**config.mk**
```make
export PLATFORM = sky130hd
export DESIGN_NAME = battery_power_mode_fsm_unit
export DESIGN_NICKNAME = d
export VERILOG_FILES = /design/src/rtl/core/bppm_pkg.sv /design/src/rtl/core/bppm_div.sv /design/src/rtl/core/bppm_state.sv /design/src/rtl/core/battery_power_mode_fsm_unit.sv
export SDC_FILE = /design/constraint.sdc
export NUM_CORES = 1
export LEC_CHECK = 0
export BUFFER_PORTS_ARGS = -buffer_cell sky130_fd_sc_hd__buf_2
export CORE_MARGIN = 3
export CORE_UTILIZATION = 60
export DETAILED_ROUTE_END_ITERATION = 12
export GPL_TIMING_DRIVEN = 1
export PLACE_DENSITY = 0.82
export SETUP_SLACK_MARGIN = 0.4
export SYNTH_ARGS = -nofsm -noshare
export SYNTH_HDL_FRONTEND = slang
export SYNTH_SLANG_ARGS = --single-unit
```
**constraint.sdc**
```tcl
create_clock -name i_clk -period 4.83 [get_ports i_clk]
set_input_delay 0.7245 -clock i_clk [delete_from_list [all_inputs] [get_ports i_clk]]
set_output_delay 0.7245 -clock i_clk [all_outputs]
set_load 0.01 [all_outputs]
```
**src/rtl/core/bppm_pkg.sv**
```systemverilog
// shared types and constants for the battery power mode block
// no dependencies
`default_nettype none

package bppm_pkg;

    localparam int MV_W      = 13;
    localparam int SOL_W     = 15;
    localparam int TEMP_W    = 8;
    localparam int STAT_W    = 8;
    localparam int MODE_W    = 3;
    localparam int PCT_W     = 7;
    localparam int UPTIME_W  = 32;
    localparam int CFG_IDX_W = 3;
    localparam int CFG_DAT_W = 15;

    // solar_mv * 100 fits in this many bits
    localparam int DIVIDEND_W = SOL_W + PCT_W;
    localparam int QUOT_W     = PCT_W;
    localparam int CNT_W      = 3;

    localparam logic [MODE_W-1:0] MODE_NORMAL      = 3'd0;
    localparam logic [MODE_W-1:0] MODE_DEGRADED    = 3'd1;
    localparam logic [MODE_W-1:0] MODE_SURVIVAL    = 3'd2;
    localparam logic [MODE_W-1:0] MODE_CHARGE_ONLY = 3'd3;
    localparam logic [MODE_W-1:0] MODE_FAULT       = 3'd4;

    localparam logic [CFG_IDX_W-1:0] REG_VBAT_OK       = 3'd0;
    localparam logic [CFG_IDX_W-1:0] REG_VBAT_LOW      = 3'd1;
    localparam logic [CFG_IDX_W-1:0] REG_VBAT_CRIT     = 3'd2;
    localparam logic [CFG_IDX_W-1:0] REG_VSOL_GOOD     = 3'd3;
    localparam logic [CFG_IDX_W-1:0] REG_TEMP_COLD     = 3'd4;
    localparam logic [CFG_IDX_W-1:0] REG_TEMP_VERYCOLD = 3'd5;

    localparam logic [PCT_W-1:0] PCT_FULL       = 7'd100;
    localparam logic [PCT_W-1:0] PCT_HEATER_MIN = 7'd70;
    localparam logic [PCT_W-1:0] PCT_CHARGE_MIN = 7'd50;
    localparam logic [PCT_W-1:0] PCT_RECOVER    = 7'd20;

    localparam logic signed [TEMP_W:0] HEATER_OFF_MARGIN = 9'sd5;

    localparam int           PG_BIT      = 2;
    localparam logic [2:0]   CHG_ACTIVE  = 3'd1;
    localparam logic [2:0]   CHG_DONE    = 3'd3;

    typedef struct packed {
        logic [MV_W-1:0]          battery_mv;
        logic [SOL_W-1:0]         solar_mv;
        logic signed [TEMP_W-1:0] board_temp;
        logic [STAT_W-1:0]        charger_status;
    } t_in_item;

    typedef struct packed {
        logic [MODE_W-1:0]   mode;
        logic [PCT_W-1:0]    solar_percent;
        logic                is_charging;
        logic                is_charge_done;
        logic                heater_enable;
        logic [UPTIME_W-1:0] uptime_seconds;
    } t_out_item;

    typedef struct packed {
        logic [MV_W-1:0]          bat_ok_lvl;
        logic [MV_W-1:0]          bat_low_lvl;
        logic [MV_W-1:0]          bat_crit_lvl;
        logic [SOL_W-1:0]         sol_full_lvl;
        logic signed [TEMP_W-1:0] cold_lvl;
        logic signed [TEMP_W-1:0] frost_lvl;
    } t_cfg;

    typedef struct packed {
        logic [MODE_W-1:0]   mode;
        logic                heater;
        logic [UPTIME_W-1:0] uptime;
    } t_state_nxt;

endpackage

`default_nettype wire

```
**src/rtl/core/bppm_div.sv**
```systemverilog
// restoring divider for the solar percentage, one quotient bit per cycle
// depends on bppm_pkg; quotient assumed below 2**QUOT_W
`default_nettype none

module bppm_div
    import bppm_pkg::*;
(
    input  wire logic                  i_clk,
    input  wire logic                  i_rst_n,
    input  wire logic                  i_start,
    input  wire logic [DIVIDEND_W-1:0] i_dividend,
    input  wire logic [SOL_W-1:0]      i_divisor,
    output logic                       o_busy,
    output logic [QUOT_W-1:0]          o_quot
);

    logic                  r_busy;
    logic [CNT_W-1:0]      r_cnt;
    logic [DIVIDEND_W-1:0] r_rem;
    logic [DIVIDEND_W-1:0] r_dsh;
    logic [QUOT_W-1:0]     r_quot;
    logic                  ge;

    assign ge = (r_rem >= r_dsh);

    always_ff @(posedge i_clk) begin
        if (!i_rst_n) begin
            r_busy <= 1'b0;
            r_cnt  <= '0;
        end else if (i_start) begin
            r_busy <= 1'b1;
            r_cnt  <= CNT_W'(QUOT_W - 1);
        end else if (r_busy) begin
            r_cnt <= r_cnt - 1'b1;
            if (r_cnt == '0) begin
                r_busy <= 1'b0;
            end
        end
    end

    // divisor starts aligned to the top quotient bit and walks right
    always_ff @(posedge i_clk) begin
        if (i_start) begin
            r_rem  <= i_dividend;
            r_dsh  <= {{(DIVIDEND_W-SOL_W-QUOT_W+1){1'b0}}, i_divisor, {(QUOT_W-1){1'b0}}};
            r_quot <= '0;
        end else if (r_busy) begin
            if (ge) begin
                r_rem <= r_rem - r_dsh;
            end
            r_dsh  <= r_dsh >> 1;
            r_quot <= {r_quot[QUOT_W-2:0], ge};
        end
    end

    assign o_busy = r_busy;
    assign o_quot = r_quot;

endmodule

`default_nettype wire

```
**src/rtl/core/bppm_state.sv**
```systemverilog
// mode machine, heater hysteresis and uptime counter
// depends on bppm_pkg; state advances once per committed transaction
`default_nettype none

module bppm_state
    import bppm_pkg::*;
(
    input  wire logic                     i_clk,
    input  wire logic                     i_rst_n,
    input  wire logic                     i_commit,
    input  wire t_cfg                     i_cfg,
    input  wire logic [MV_W-1:0]          i_battery_mv,
    input  wire logic signed [TEMP_W-1:0] i_board_temp,
    input  wire logic [PCT_W-1:0]         i_pct,
    output t_state_nxt                    o_nxt
);

    logic [MODE_W-1:0]   r_mode;
    logic                r_heater;
    logic [UPTIME_W-1:0] r_uptime;

    logic [MODE_W-1:0]   n_mode;
    logic                n_heater;
    logic [UPTIME_W-1:0] n_uptime;

    logic signed [TEMP_W:0] temp_ext;
    logic signed [TEMP_W:0] off_level;

    assign temp_ext  = {i_board_temp[TEMP_W-1], i_board_temp};
    assign off_level = {i_cfg.frost_lvl[TEMP_W-1], i_cfg.frost_lvl}
                       + HEATER_OFF_MARGIN;
    assign n_uptime  = r_uptime + 1'b1;

    always_comb begin
        n_heater = r_heater;
        if ((i_pct > PCT_HEATER_MIN) && (i_board_temp < i_cfg.cold_lvl)) begin
            n_heater = 1'b1;
        end else if (temp_ext > off_level) begin
            n_heater = 1'b0;
        end
    end

    always_comb begin
        n_mode = r_mode;
        case (r_mode)
            MODE_NORMAL: begin
                // critical check first so survival is reachable
                if (i_battery_mv < i_cfg.bat_crit_lvl) begin
                    n_mode = MODE_SURVIVAL;
                end else if (i_battery_mv < i_cfg.bat_low_lvl) begin
                    n_mode = MODE_DEGRADED;
                end
            end
            MODE_DEGRADED: begin
                if (i_battery_mv > i_cfg.bat_ok_lvl) begin
                    n_mode = MODE_NORMAL;
                end else if (i_battery_mv < i_cfg.bat_crit_lvl) begin
                    n_mode = MODE_SURVIVAL;
                end
            end
            MODE_SURVIVAL: begin
                if ((i_pct > PCT_CHARGE_MIN) && (i_board_temp < i_cfg.frost_lvl)) begin
                    n_mode = MODE_CHARGE_ONLY;
                end else if ((i_battery_mv > i_cfg.bat_low_lvl) && (i_pct > PCT_RECOVER)) begin
                    n_mode = MODE_DEGRADED;
                end
            end
            MODE_CHARGE_ONLY: begin
                if (i_battery_mv > i_cfg.bat_low_lvl) begin
                    n_mode = MODE_DEGRADED;
                end
            end
            default: begin
                n_mode = MODE_NORMAL;
            end
        endcase
    end

    always_ff @(posedge i_clk) begin
        if (!i_rst_n) begin
            r_mode   <= MODE_NORMAL;
            r_heater <= 1'b0;
            r_uptime <= '0;
        end else if (i_commit) begin
            r_mode   <= n_mode;
            r_heater <= n_heater;
            r_uptime <= n_uptime;
        end
    end

    assign o_nxt.mode   = n_mode;
    assign o_nxt.heater = n_heater;
    assign o_nxt.uptime = n_uptime;

endmodule

`default_nettype wire

```
**src/rtl/core/battery_power_mode_fsm_unit.sv**
```systemverilog
// battery power mode unit: one transaction per one-second tick
//
// input channel: i_in_valid / i_in_data / o_in_stall; a transaction is taken
// at a clock edge with i_in_valid high and o_in_stall low
// output channel: o_out_valid / o_out_data / i_out_stall, one result per input
// config: i_cfg_we / i_cfg_index / i_cfg_data, written while the unit is idle
//
// each transaction runs a 7-step restoring division (solar_mv*100 over the
// good threshold) on the single divider; when the division is done the result
// is registered into the output register as the unit returns to idle, and only
// then can the next input be taken, so transactions never overlap
// the output register lets a new input be taken while a result waits; if the
// receiver stalls, the finished transaction holds in the divider stage until
// the output register frees up, and the input stays stalled meanwhile
// reset (synchronous, active low) sets normal mode, heater off, uptime 0 and
// the threshold registers to their defaults
// depends on bppm_pkg, bppm_div, bppm_state
`default_nettype none

module battery_power_mode_fsm_unit
    import bppm_pkg::*;
(
    input  wire logic                 i_clk,
    input  wire logic                 i_rst_n,
    input  wire logic                 i_in_valid,
    input  wire t_in_item             i_in_data,
    output logic                      o_in_stall,
    output logic                      o_out_valid,
    output t_out_item                 o_out_data,
    input  wire logic                 i_out_stall,
    input  wire logic                 i_cfg_we,
    input  wire logic [CFG_IDX_W-1:0] i_cfg_index,
    input  wire logic [CFG_DAT_W-1:0] i_cfg_data
);

    localparam logic ST_IDLE = 1'b0;
    localparam logic ST_DIV  = 1'b1;

    logic      r_state;
    t_cfg      r_cfg;
    t_in_item  r_item;
    logic      r_out_valid;
    t_out_item r_out_data;

    logic                  in_acc;
    logic                  finish;
    logic                  div_busy;
    logic [QUOT_W-1:0]     div_quot;
    logic [DIVIDEND_W-1:0] dividend;
    logic [PCT_W-1:0]      pct;
    logic [2:0]            chg;
    t_state_nxt            nxt;

    assign o_in_stall = (r_state != ST_IDLE);
    assign in_acc     = i_in_valid && !o_in_stall;
    assign finish     = (r_state == ST_DIV) && !div_busy && (!r_out_valid || !i_out_stall);

    // times 100 as 64 + 32 + 4
    assign dividend = {1'b0, i_in_data.solar_mv, 6'b0}
                    + {2'b0, i_in_data.solar_mv, 5'b0}
                    + {5'b0, i_in_data.solar_mv, 2'b0};

    always_comb begin
        if (!r_item.charger_status[PG_BIT]) begin
            pct = '0;
        end else if ((r_item.solar_mv > r_cfg.sol_full_lvl) || (r_cfg.sol_full_lvl == '0)) begin
            pct = PCT_FULL;
        end else begin
            pct = div_quot;
        end
    end

    assign chg = r_item.charger_status[6:4];

    always_ff @(posedge i_clk) begin
        if (!i_rst_n) begin
            r_state <= ST_IDLE;
        end else begin
            case (r_state)
                ST_IDLE: begin
                    if (in_acc) begin
                        r_state <= ST_DIV;
                    end
                end
                ST_DIV: begin
                    if (finish) begin
                        r_state <= ST_IDLE;
                    end
                end
                default: begin
                    r_state <= ST_IDLE;
                end
            endcase
        end
    end

    always_ff @(posedge i_clk) begin
        if (in_acc) begin
            r_item <= i_in_data;
        end
    end

    always_ff @(posedge i_clk) begin
        if (!i_rst_n) begin
            r_cfg.bat_ok_lvl   <= 13'd3300;
            r_cfg.bat_low_lvl  <= 13'd3200;
            r_cfg.bat_crit_lvl <= 13'd3000;
            r_cfg.sol_full_lvl <= 15'd5000;
            r_cfg.cold_lvl     <= 8'sd0;
            r_cfg.frost_lvl    <= -8'sd20;
        end else if (i_cfg_we) begin
            case (i_cfg_index)
                REG_VBAT_OK:       r_cfg.bat_ok_lvl   <= i_cfg_data[MV_W-1:0];
                REG_VBAT_LOW:      r_cfg.bat_low_lvl  <= i_cfg_data[MV_W-1:0];
                REG_VBAT_CRIT:     r_cfg.bat_crit_lvl <= i_cfg_data[MV_W-1:0];
                REG_VSOL_GOOD:     r_cfg.sol_full_lvl <= i_cfg_data[SOL_W-1:0];
                REG_TEMP_COLD:     r_cfg.cold_lvl     <= i_cfg_data[TEMP_W-1:0];
                REG_TEMP_VERYCOLD: r_cfg.frost_lvl    <= i_cfg_data[TEMP_W-1:0];
                default: begin
                end
            endcase
        end
    end

    bppm_div u_div (
        .i_clk      (i_clk),
        .i_rst_n    (i_rst_n),
        .i_start    (in_acc),
        .i_dividend (dividend),
        .i_divisor  (r_cfg.sol_full_lvl),
        .o_busy     (div_busy),
        .o_quot     (div_quot)
    );

    bppm_state u_state (
        .i_clk        (i_clk),
        .i_rst_n      (i_rst_n),
        .i_commit     (finish),
        .i_cfg        (r_cfg),
        .i_battery_mv (r_item.battery_mv),
        .i_board_temp (r_item.board_temp),
        .i_pct        (pct),
        .o_nxt        (nxt)
    );

    always_ff @(posedge i_clk) begin
        if (!i_rst_n) begin
            r_out_valid <= 1'b0;
        end else if (finish) begin
            r_out_valid <= 1'b1;
        end else if (!i_out_stall) begin
            r_out_valid <= 1'b0;
        end
    end

    always_ff @(posedge i_clk) begin
        if (finish) begin
            r_out_data.mode           <= nxt.mode;
            r_out_data.solar_percent  <= pct;
            r_out_data.is_charging    <= (chg == CHG_ACTIVE);
            r_out_data.is_charge_done <= (chg == CHG_DONE);
            r_out_data.heater_enable  <= nxt.heater;
            r_out_data.uptime_seconds <= nxt.uptime;
        end
    end

    assign o_out_valid = r_out_valid;
    assign o_out_data  = r_out_data;

endmodule

`default_nettype wire

```
After elaboration in Yosys (flattened, before gate mapping) --
Index checks and enable logic that the tools add are counted.
Cells by class: add/subtract/negate cells 6, bitwise operators 2, equality and inequality tests 11, order comparisons 12, multiplexer cells 27, reduce and logical (&&, ||, !) cells 26
Operator list (number):
- 22-bit 2-to-1 mux | 3
- 21-bit 2-to-1 mux | 2
- 32-bit by 1-bit adder with 32-bit output, second input constant | 1
- 3-bit 2-to-1 mux | 9
- 13-bit greater-than comparator | 2
- 13-bit < comparator | 2
- 21-bit by 20-bit adder with 22-bit output | 1
- 22-bit by 17-bit adder with 22-bit output | 1
- 22-bit by 21-bit >= comparator with 1-bit output | 1
- 22-bit by 21-bit subtractor with 22-bit output | 1
- 8-bit < comparator | 2
- 3-bit by 2-bit equality test with 1-bit output, second input constant | 5
- 15-bit greater-than comparator | 1
- 15-bit zero test | 1
- 7-bit 2-to-1 mux | 2
- 2-bit AND reduction | 7
- 3-bit one-hot mux with 4 select lines | 1
- 8-bit by 4-bit adder with 9-bit output, second input constant | 1
- 3-bit by 1-bit equality test with 1-bit output, second input constant | 3
- 8-bit by 9-bit greater-than comparator with 1-bit output | 1
- 3-bit zero test | 3
- 1-bit 2-to-1 mux | 9
- 7-bit by 5-bit greater-than comparator with 1-bit output, second input constant | 1
- 7-bit by 6-bit greater-than comparator with 1-bit output, second input constant | 1
- other kinds (11) | 23
Storage, ports and cells: output and inout bits 47, bits of input ports 67, logic and storage cells 112, register bits after elaboration 250

Longest topological paths before layout --
Gate-level depths: netlist (run 1).
word-level depth 9, gate-level depth with buffers 12

Hierarchy --
Synthesis (run 1) repeated with hierarchy kept, for this count alone.
Unflattened totals: cell total of the unflattened synthesis 1483, area, all modules 14086.0 µm²
Modules (own cells, without submodules):
- battery_power_mode_fsm_unit | sequential area each 3993.8 µm², instances 1, area each 6690.2 µm², cells each 590
- bppm_state | sequential area each 720.7 µm², instances 1, area each 3814.9 µm², cells each 502
- bppm_div | sequential area each 1451.4 µm², instances 1, area each 3580.9 µm², cells each 391

Worst setup path after synthesis (run 1) --
OpenSTA, ideal clock, no wires.
path type flip-flop to flip-flop, start point reg u_div.r_rem[0], end point reg u_div.r_rem[0] (enable), setup time 0.415 ns, path slack 1.297 ns, stages on the path, launching flop included 11, clock period less this slack 3.533 ns, path buffers 0, data required time 4.415 ns, arrival time 3.118 ns, cells stage by stage edfxtp_1 -> inv_1 -> ha_1 -> fa_1 -> nor2b_1 -> o31a_1 -> o221a_2 -> a211o_1 -> a21oi_1 -> a2bb2oi_1 -> a31oi_1
On the way: longest elaborated chain between the ends 3
RTL lines:
- start, declared | RTL line bppm_div.sv:19 | logic [DIVIDEND_W-1:0] r_rem;
- start signal, assigned | RTL line bppm_div.sv:44 | r_rem <= i_dividend;
- start signal, assigned | RTL line bppm_div.sv:49 | r_rem <= r_rem - r_dsh;
- 22-bit by 21-bit >= comparator with 1-bit output | RTL line bppm_div.sv:24 | assign ge = (r_rem >= r_dsh);
- 2-bit nonzero test (no line)
- 2-bit AND reduction (no line)
Every way passes these cells. A chain may end at the register's enable or synchronous reset.

Final worst setup path (run 1) --
start point in i_in_data[18] (netlist name), end point reg u_div.r_rem[19], data pin
On the way: longest elaborated chain between the ends 3
RTL lines:
- start, declared | RTL line battery_power_mode_fsm_unit.sv:26 | input wire t_in_item i_in_data,
- 21-bit by 20-bit adder with 22-bit output | RTL line battery_power_mode_fsm_unit.sv:60 | + {2'b0, i_in_data.solar_mv, 5'b0}
- 22-bit by 17-bit adder with 22-bit output (*) | RTL line battery_power_mode_fsm_unit.sv:61 | + {5'b0, i_in_data.solar_mv, 2'b0};
- 22-bit 2-to-1 mux (*) | RTL line bppm_div.sv:43 | if (i_start) begin
Every way passes the cells marked *; elsewhere a longest branch is shown, timed or not.

==> results.md, run 1 <==
- Sequential fraction of the synthesis area: 0.4507
- FF/Latch Area: 6166 µm²
- Post-CTS Setup Inserts: 0
- Asr flop ratio synth: 0
- P per Cell Area: 391.3 nW/µm²
- Fmax: 295.3 MHz
- Post-synth EDFFs: 122
- DIE AREA: 24650 µm²
- Syn Inst Count: 1399
- CTS root buffer: clkbuf_16
- # hold bufs at CTS: 0
- # port buffers: 109
- Setup TNS Final: 0 ps
- Top cells by count, synth: nand2_1, dfxtp_1, edfxtp_1, ha_1, inv_1
- Synth Register Bits: 247
- Fraction of final layout cells with drive strength greater than 1: 0.1207
- Share of the synthesized area in the top cell type: 0.2678
- Internal: 4.182 mW
- Main flop type after synthesis: dfxtp_1
- Layout area overhead: 11.79%
- ANT cells: 0
- CP arrival: 3630 ps
- Resized cells post-CTS: 0
- Die Height: 157.0 µm
- # setup viols final: 0
- Worst-margin pin slew: 1108 ps
- Post-Syn Nets: 1600
- Critical path class: input port to flip-flop
- Required @ worst endpoint: 5080 ps
- Max Slew Vio Count: 0
- Synth top area cells: edfxtp_1, dfxtp_1, ha_1, nand2_1, a21boi_0
- Area leader, netlist: edfxtp_1
- First-iteration detailed-routing DRC count: 609
- Reg clk slew, reported paths: 60 ps
- Fin nets: 1696
- Final Hold Fails: 0
- LEAKAGE: 6.229 nW
- Post-DR wirelength/cell: 16.50 µm
- CTS tree: built
- Largest net degree at the start of global routing: 77
- Global-route wire length before repair: 48580 µm
- RSZ-0062 raised after global routing: no
- CP Launch Type: input port
- Final WL: 29640 µm
- Fill count: 1698
- Net load switching power: 1.802 mW
- Peak supply drop: 0.3093 mV
- Max Fanout on Critical Path: 4
- CTS sink cnt: 247
- Multi-input logic area: 6895 µm²
- Drt pass-1 iters: 5
- Num CTS Buffers: 27
- Core Area: 22090 µm²
- Seq pwr share: 0.423
- Final period util: 0.7012
- DP Wirelength: 21340 µm
- Switching Share: 0.3011
- Most frequent cell after synthesis: nand2_1
- Cell Count Post-Placement: 1746
- Worst Skew: 16.01 ps
- Routed via count: 10.43k
- Worst-Skew Late Latency: 530 ps
- Synth cell types: 74
- Syn Area/Cell: 9.780 µm²
- Antenna-violating nets left: 0
- Max H-tree Level: 1
- Total power: 5.984 mW
- IO Pins: 114
- Deepest clock path buffer count: 3
- Crit path capture type: flip-flop
- # rows: 54
- Final Critical Period: 3387 ps
- Final non-filler cell total: 1796
- Vias per cell: 5.807
- Initial antenna violation count: 0
- Comb pwr share: 0.255
- GPL Wtd Cong: 0.9069
- Max-cap check violation count: 0
- Initial core utilization: 0.6193
- Vias in the first global route: 10.06k
- Synth Cell Area: 13680 µm²
- GR Util All Layers: 0.2399
- Grt total ovfl: 0
- # DRC: 0
- Die Width: 157.0 µm
- Core Util, Final: 0.6923
- HP Class: input port to flip-flop
- Synth Warn #: 0
- Clock share of power: 0.322
- Outcome: finished clean
- Relative slew margins: 0.2611
==> layer usage <==
layer	vias up	GRT usage	share of wire
li1	5144	-	-
met2	282	0.4019	0.48
met3	71	0.02942	0.048
met5	-	0	0
met4	0	0.09379	0.038
met1	4933	0.3192	0.44
==> cells by family after synthesis <==
logic type | after synthesis | share of synthesized area
AND/OR/NAND/NOR | 456 | 0.1630
AO/OA/AOI/OAI | 302 | 0.1494
flip-flops | 247 | 0.4507
buffers and inverters | 166 | 0.04600
adder cells (fa/ha/maj) | 134 | 0.1297
XOR/XNOR | 77 | 0.04929
multiplexers | 16 | 0.01171
other | 1 | 0.0002741
==> state kept, by name, indices dropped and copies added (netlist names) <==
name              flops
r_cfg                70
o_out_data           45
r_item               37
u_state.r_uptime     32
u_div.r_rem          22
u_div.r_dsh          21
u_div.o_quot          7
chg                   3
u_div.r_cnt           3
u_state.r_mode        3
o_in_stall            1
o_out_valid           1
u_div.o_busy          1
u_state.r_heater      1
==> power by group through the flow <==
stage          Sequential, mW  Clock (mW)  Combinational (mW)
2_1_floorplan            2.55           0                1.13
3_3_place_gp             2.56           0                1.44
3_5_place_dp             2.57           0                1.50
4_1_cts                  2.53        1.96                1.52
5_1_grt                  2.54        2.05                1.70
6_report                 2.53        1.93                1.53
==> cells in the final DEF (no fill, tap or decap), drive strengths merged, types with 30 or more instances in the layout <==
cell / count
a21boi: 67
edfxtp: 122
a21oi: 50
xnor2: 49
dfxtp: 125
clkbuf: 36
o211ai: 30
ha: 121
buf: 116
nand2: 181
nand3: 44
inv: 119
nor2: 73
o21ai: 69
==> path summary, 6_finish.rpt <==
check             slack, ps           start  cells past startpoint              end
setup / recovery       1440   i_in_data[18]                     11  u_div.r_rem[19]
hold / removal          360   i_in_data[14]                      1       r_item[14]
setup reg to reg       1710  u_div.r_dsh[4]                      9  u_div.r_rem[20]
hold reg to reg         470       r_cfg[37]                      2        r_cfg[37]
==> cell type report <==
cell class | instances | share of cell area
Inverter | 117 | 0.02871
Sequential cell | 247 | 0.4031
Clock inverter | 14 | 0.004745
Tap cell | 280 | 0.02291
Multi-Input combinational cell | 986 | 0.4508
Timing Repair Buffer | 116 | 0.03992
Clock buffer | 36 | 0.04974
==> worst max-delay path: stages <==
cell and delay (ps):
buf_2 140, fa_1 480, ha_1 350, o21ai_0 220, nor2_1 130, or4_1 480, a41o_1 290, o41a_4 380
a31oi_4 200, xnor2_1 140, mux2i_1 80
==> through the flow <==
step	hold slack [ps]	area (µm²)	setup WS [ps]
after floorplan	435.1	13680	1297
after global placement	443.2	14460	1007
after detailed placement	457.1	14460	903.7
after CTS	338.2	15290	1436
after global routing	345.2	15290	1217
final	359.9	15290	1443
Power figures use the tool's default switching activity.
==> inputs of run 2 (changes only) <==
clock period = 3.5 ns   (was 4.83 ns; I/O delays follow)
==> run 2 against run 1 <==
Effect of this change:
- final area rose by 0.79%
- clock power increased by 42%
- via count grew 0.59%
- register-to-register slack worse by 1200 ps
- clock skew increased by 0.77 ps
- sequential share of layout area decreased by 0.31 points
- largest power group unchanged
- hold slack worse by 190 ps
- final cell count grew 0.45%
==> results.md, run 2 (synthesis results as in run 1) <==
- GPL Wtd Cong: 0.9355
- Die Height: 157.0 µm
- IO Pins: 114
- Critical path class: input port to flip-flop
- Grt total ovfl: 0
- Vias per cell: 5.816
- Setup TNS Final: 0 ps
- GR Util All Layers: 0.2451
- Global-route wire length before repair: 49740 µm
- CTS root buffer: clkbuf_16
- Worst Skew: 16.77 ps
- Most common cell after layout, fill and taps aside: nand2_1
- Worst path slowest cell: fa_1
- Vias in the first global route: 10.20k
- CP Launch Type: input port
- Cell Count Post-Placement: 1754
- Worst-margin pin slew: 733.3 ps
- Internal: 5.877 mW
- Antenna-violating nets left: 0
- # hold bufs at CTS: 0
- Fmax: 332.7 MHz
- Seq pwr share: 0.416
- Fill count: 1673
- Final period util: 0.8589
- # DRC: 0
- FF/Latch Area: 6166 µm²
- Num CTS Buffers: 27
- Worst-Skew Late Latency: 530 ps
- # rows: 54
- Final Hold Fails: 0
- # port buffers: 109
- Multi-input logic area: 6914 µm²
- Reg clk slew, reported paths: 60 ps
- LEAKAGE: 6.285 nW
- Fin nets: 1705
- Drt pass-1 iters: 5
- CP cell instances: buf_2, fa_1, ha_1, a211oi_2, nor2_1, or4_4, a41o_1, o41a_4, a31oi_4, xnor2_1, mux2i_1
- RSZ-0062 raised after global routing: no
- Max H-tree Level: 1
- Fraction of final layout cells with drive strength greater than 1: 0.1273
- Relative slew margins: 0.5111
- Deepest clock path buffer count: 3
- Initial core utilization: 0.6193
- Routed via count: 10.49k
- Final WL: 30220 µm
- P per Cell Area: 544.4 nW/µm²
- Largest net degree at the start of global routing: 55
- Comb pwr share: 0.257
- Final Critical Period: 3006 ps
- Buf/Inv on CP: 1
- Max Fanout on Critical Path: 4
- Post-DR wirelength/cell: 16.75 µm
- Peak supply drop: 0.4475 mV
- Max reg flops: 70
- Finished Cell Area: 15410 µm²
- Total power: 8.392 mW
- Area after DPL: 14530 µm²
- Initial antenna violation count: 0
- Net load switching power: 2.516 mW
- CTS tree: built
- Outcome: finished clean
- Clock share of power: 0.327
- CTS sink cnt: 247
- Layout area overhead: 12.67%
- DIE AREA: 24650 µm²
- ANT cells: 0
- CP arrival: 3270 ps
- Largest register by flop count: r_cfg
- Die Width: 157.0 µm
- # setup viols final: 0
- HP Class: input port to flip-flop
- Crit path capture type: flip-flop
- CP max stage delay: 500 ps
- Most frequent cells in the layout: nand2_1, dfxtp_1, edfxtp_1, ha_1, inv_1
- Final non-filler cell total: 1804
- Switching Share: 0.2998
- Core Area: 22090 µm²
- Required @ worst endpoint: 3760 ps
- Crit path max-delay family: compound AO/OA/AOI/OAI gates
- Max Slew Vio Count: 0
- Max-cap check violation count: 0
- First-iteration detailed-routing DRC count: 721
- DP Wirelength: 21830 µm
## run 2: cell types whose count changed in the layout (fill, tap and decap cells not counted), sizes merged
cell,change
buf,+9
clkinv,-3
inv,-1
clkbuf,+2
bufinv,+1
## run 2: metrics by stage
stage	worst slack, ps	hold slack, ps	utilization
floorplan	309.8	435.1	-
detailed placement	-71.64	449.0	0.6578
finish	494.0	169.6	0.6977
global route	371.8	152.0	0.6977
global placement	28.82	443.7	0.6578
CTS	467.8	146.7	0.6963
## run 2: power by group through the flow
stage | combinational [mW] | sequential (mW) | clock [mW]
detailed placement | 2.08 | 3.55 | 0
global placement | 2.01 | 3.54 | 0
floorplan | 1.56 | 3.52 | 0
finish | 2.16 | 3.49 | 2.74
global route | 2.41 | 3.51 | 2.92
CTS | 2.10 | 3.49 | 2.79
## run 2: final timing paths
kind	start	endpoint	slack, ps	cells after the start
max	i_in_data[17]	u_div.r_rem[19]	490	11
min	i_in_data[42]	r_item[42]	170	1
max reg2reg	r_item[20]	o_out_data[42]	520	8
min reg2reg	r_cfg[53]	r_cfg[53]	450	2
## run 2: worst register-to-register path, delay by kind of cell, from the launching register on
family / cells / cell delay [ps]
adder cells (fa/ha/maj): 1 / 350
flip-flops: 1 / 460
AO/OA/AOI/OAI: 5 / 1520
AND/OR/NAND/NOR: 2 / 400
## run 2: per-layer routing
metal,up-vias,routed length (µm),GRT usage
met5,-,0,0
met4,0,901,0.07837
met3,56,1642,0.03904
met2,323,14620,0.4195
met1,4947,13060,0.3199
li1,5166,-,-
## run 2: final cells by class
cell class	instances	share of cell area
well taps	280	0.02273
multi-input cells	986	0.4485
repair buffers	125	0.04505
clock inverters	11	0.005357
clock buffers	38	0.04984
inverters	117	0.02849
flip-flops and latches	247	0.4000
## run 2: what timing repair did
action                                  in CTS  in global routing
hold endpoints to repair                     0                  0
gates resized for setup                      0                  6
buffers inserted                             0                  1
endpoints found under the setup margin       0                 25
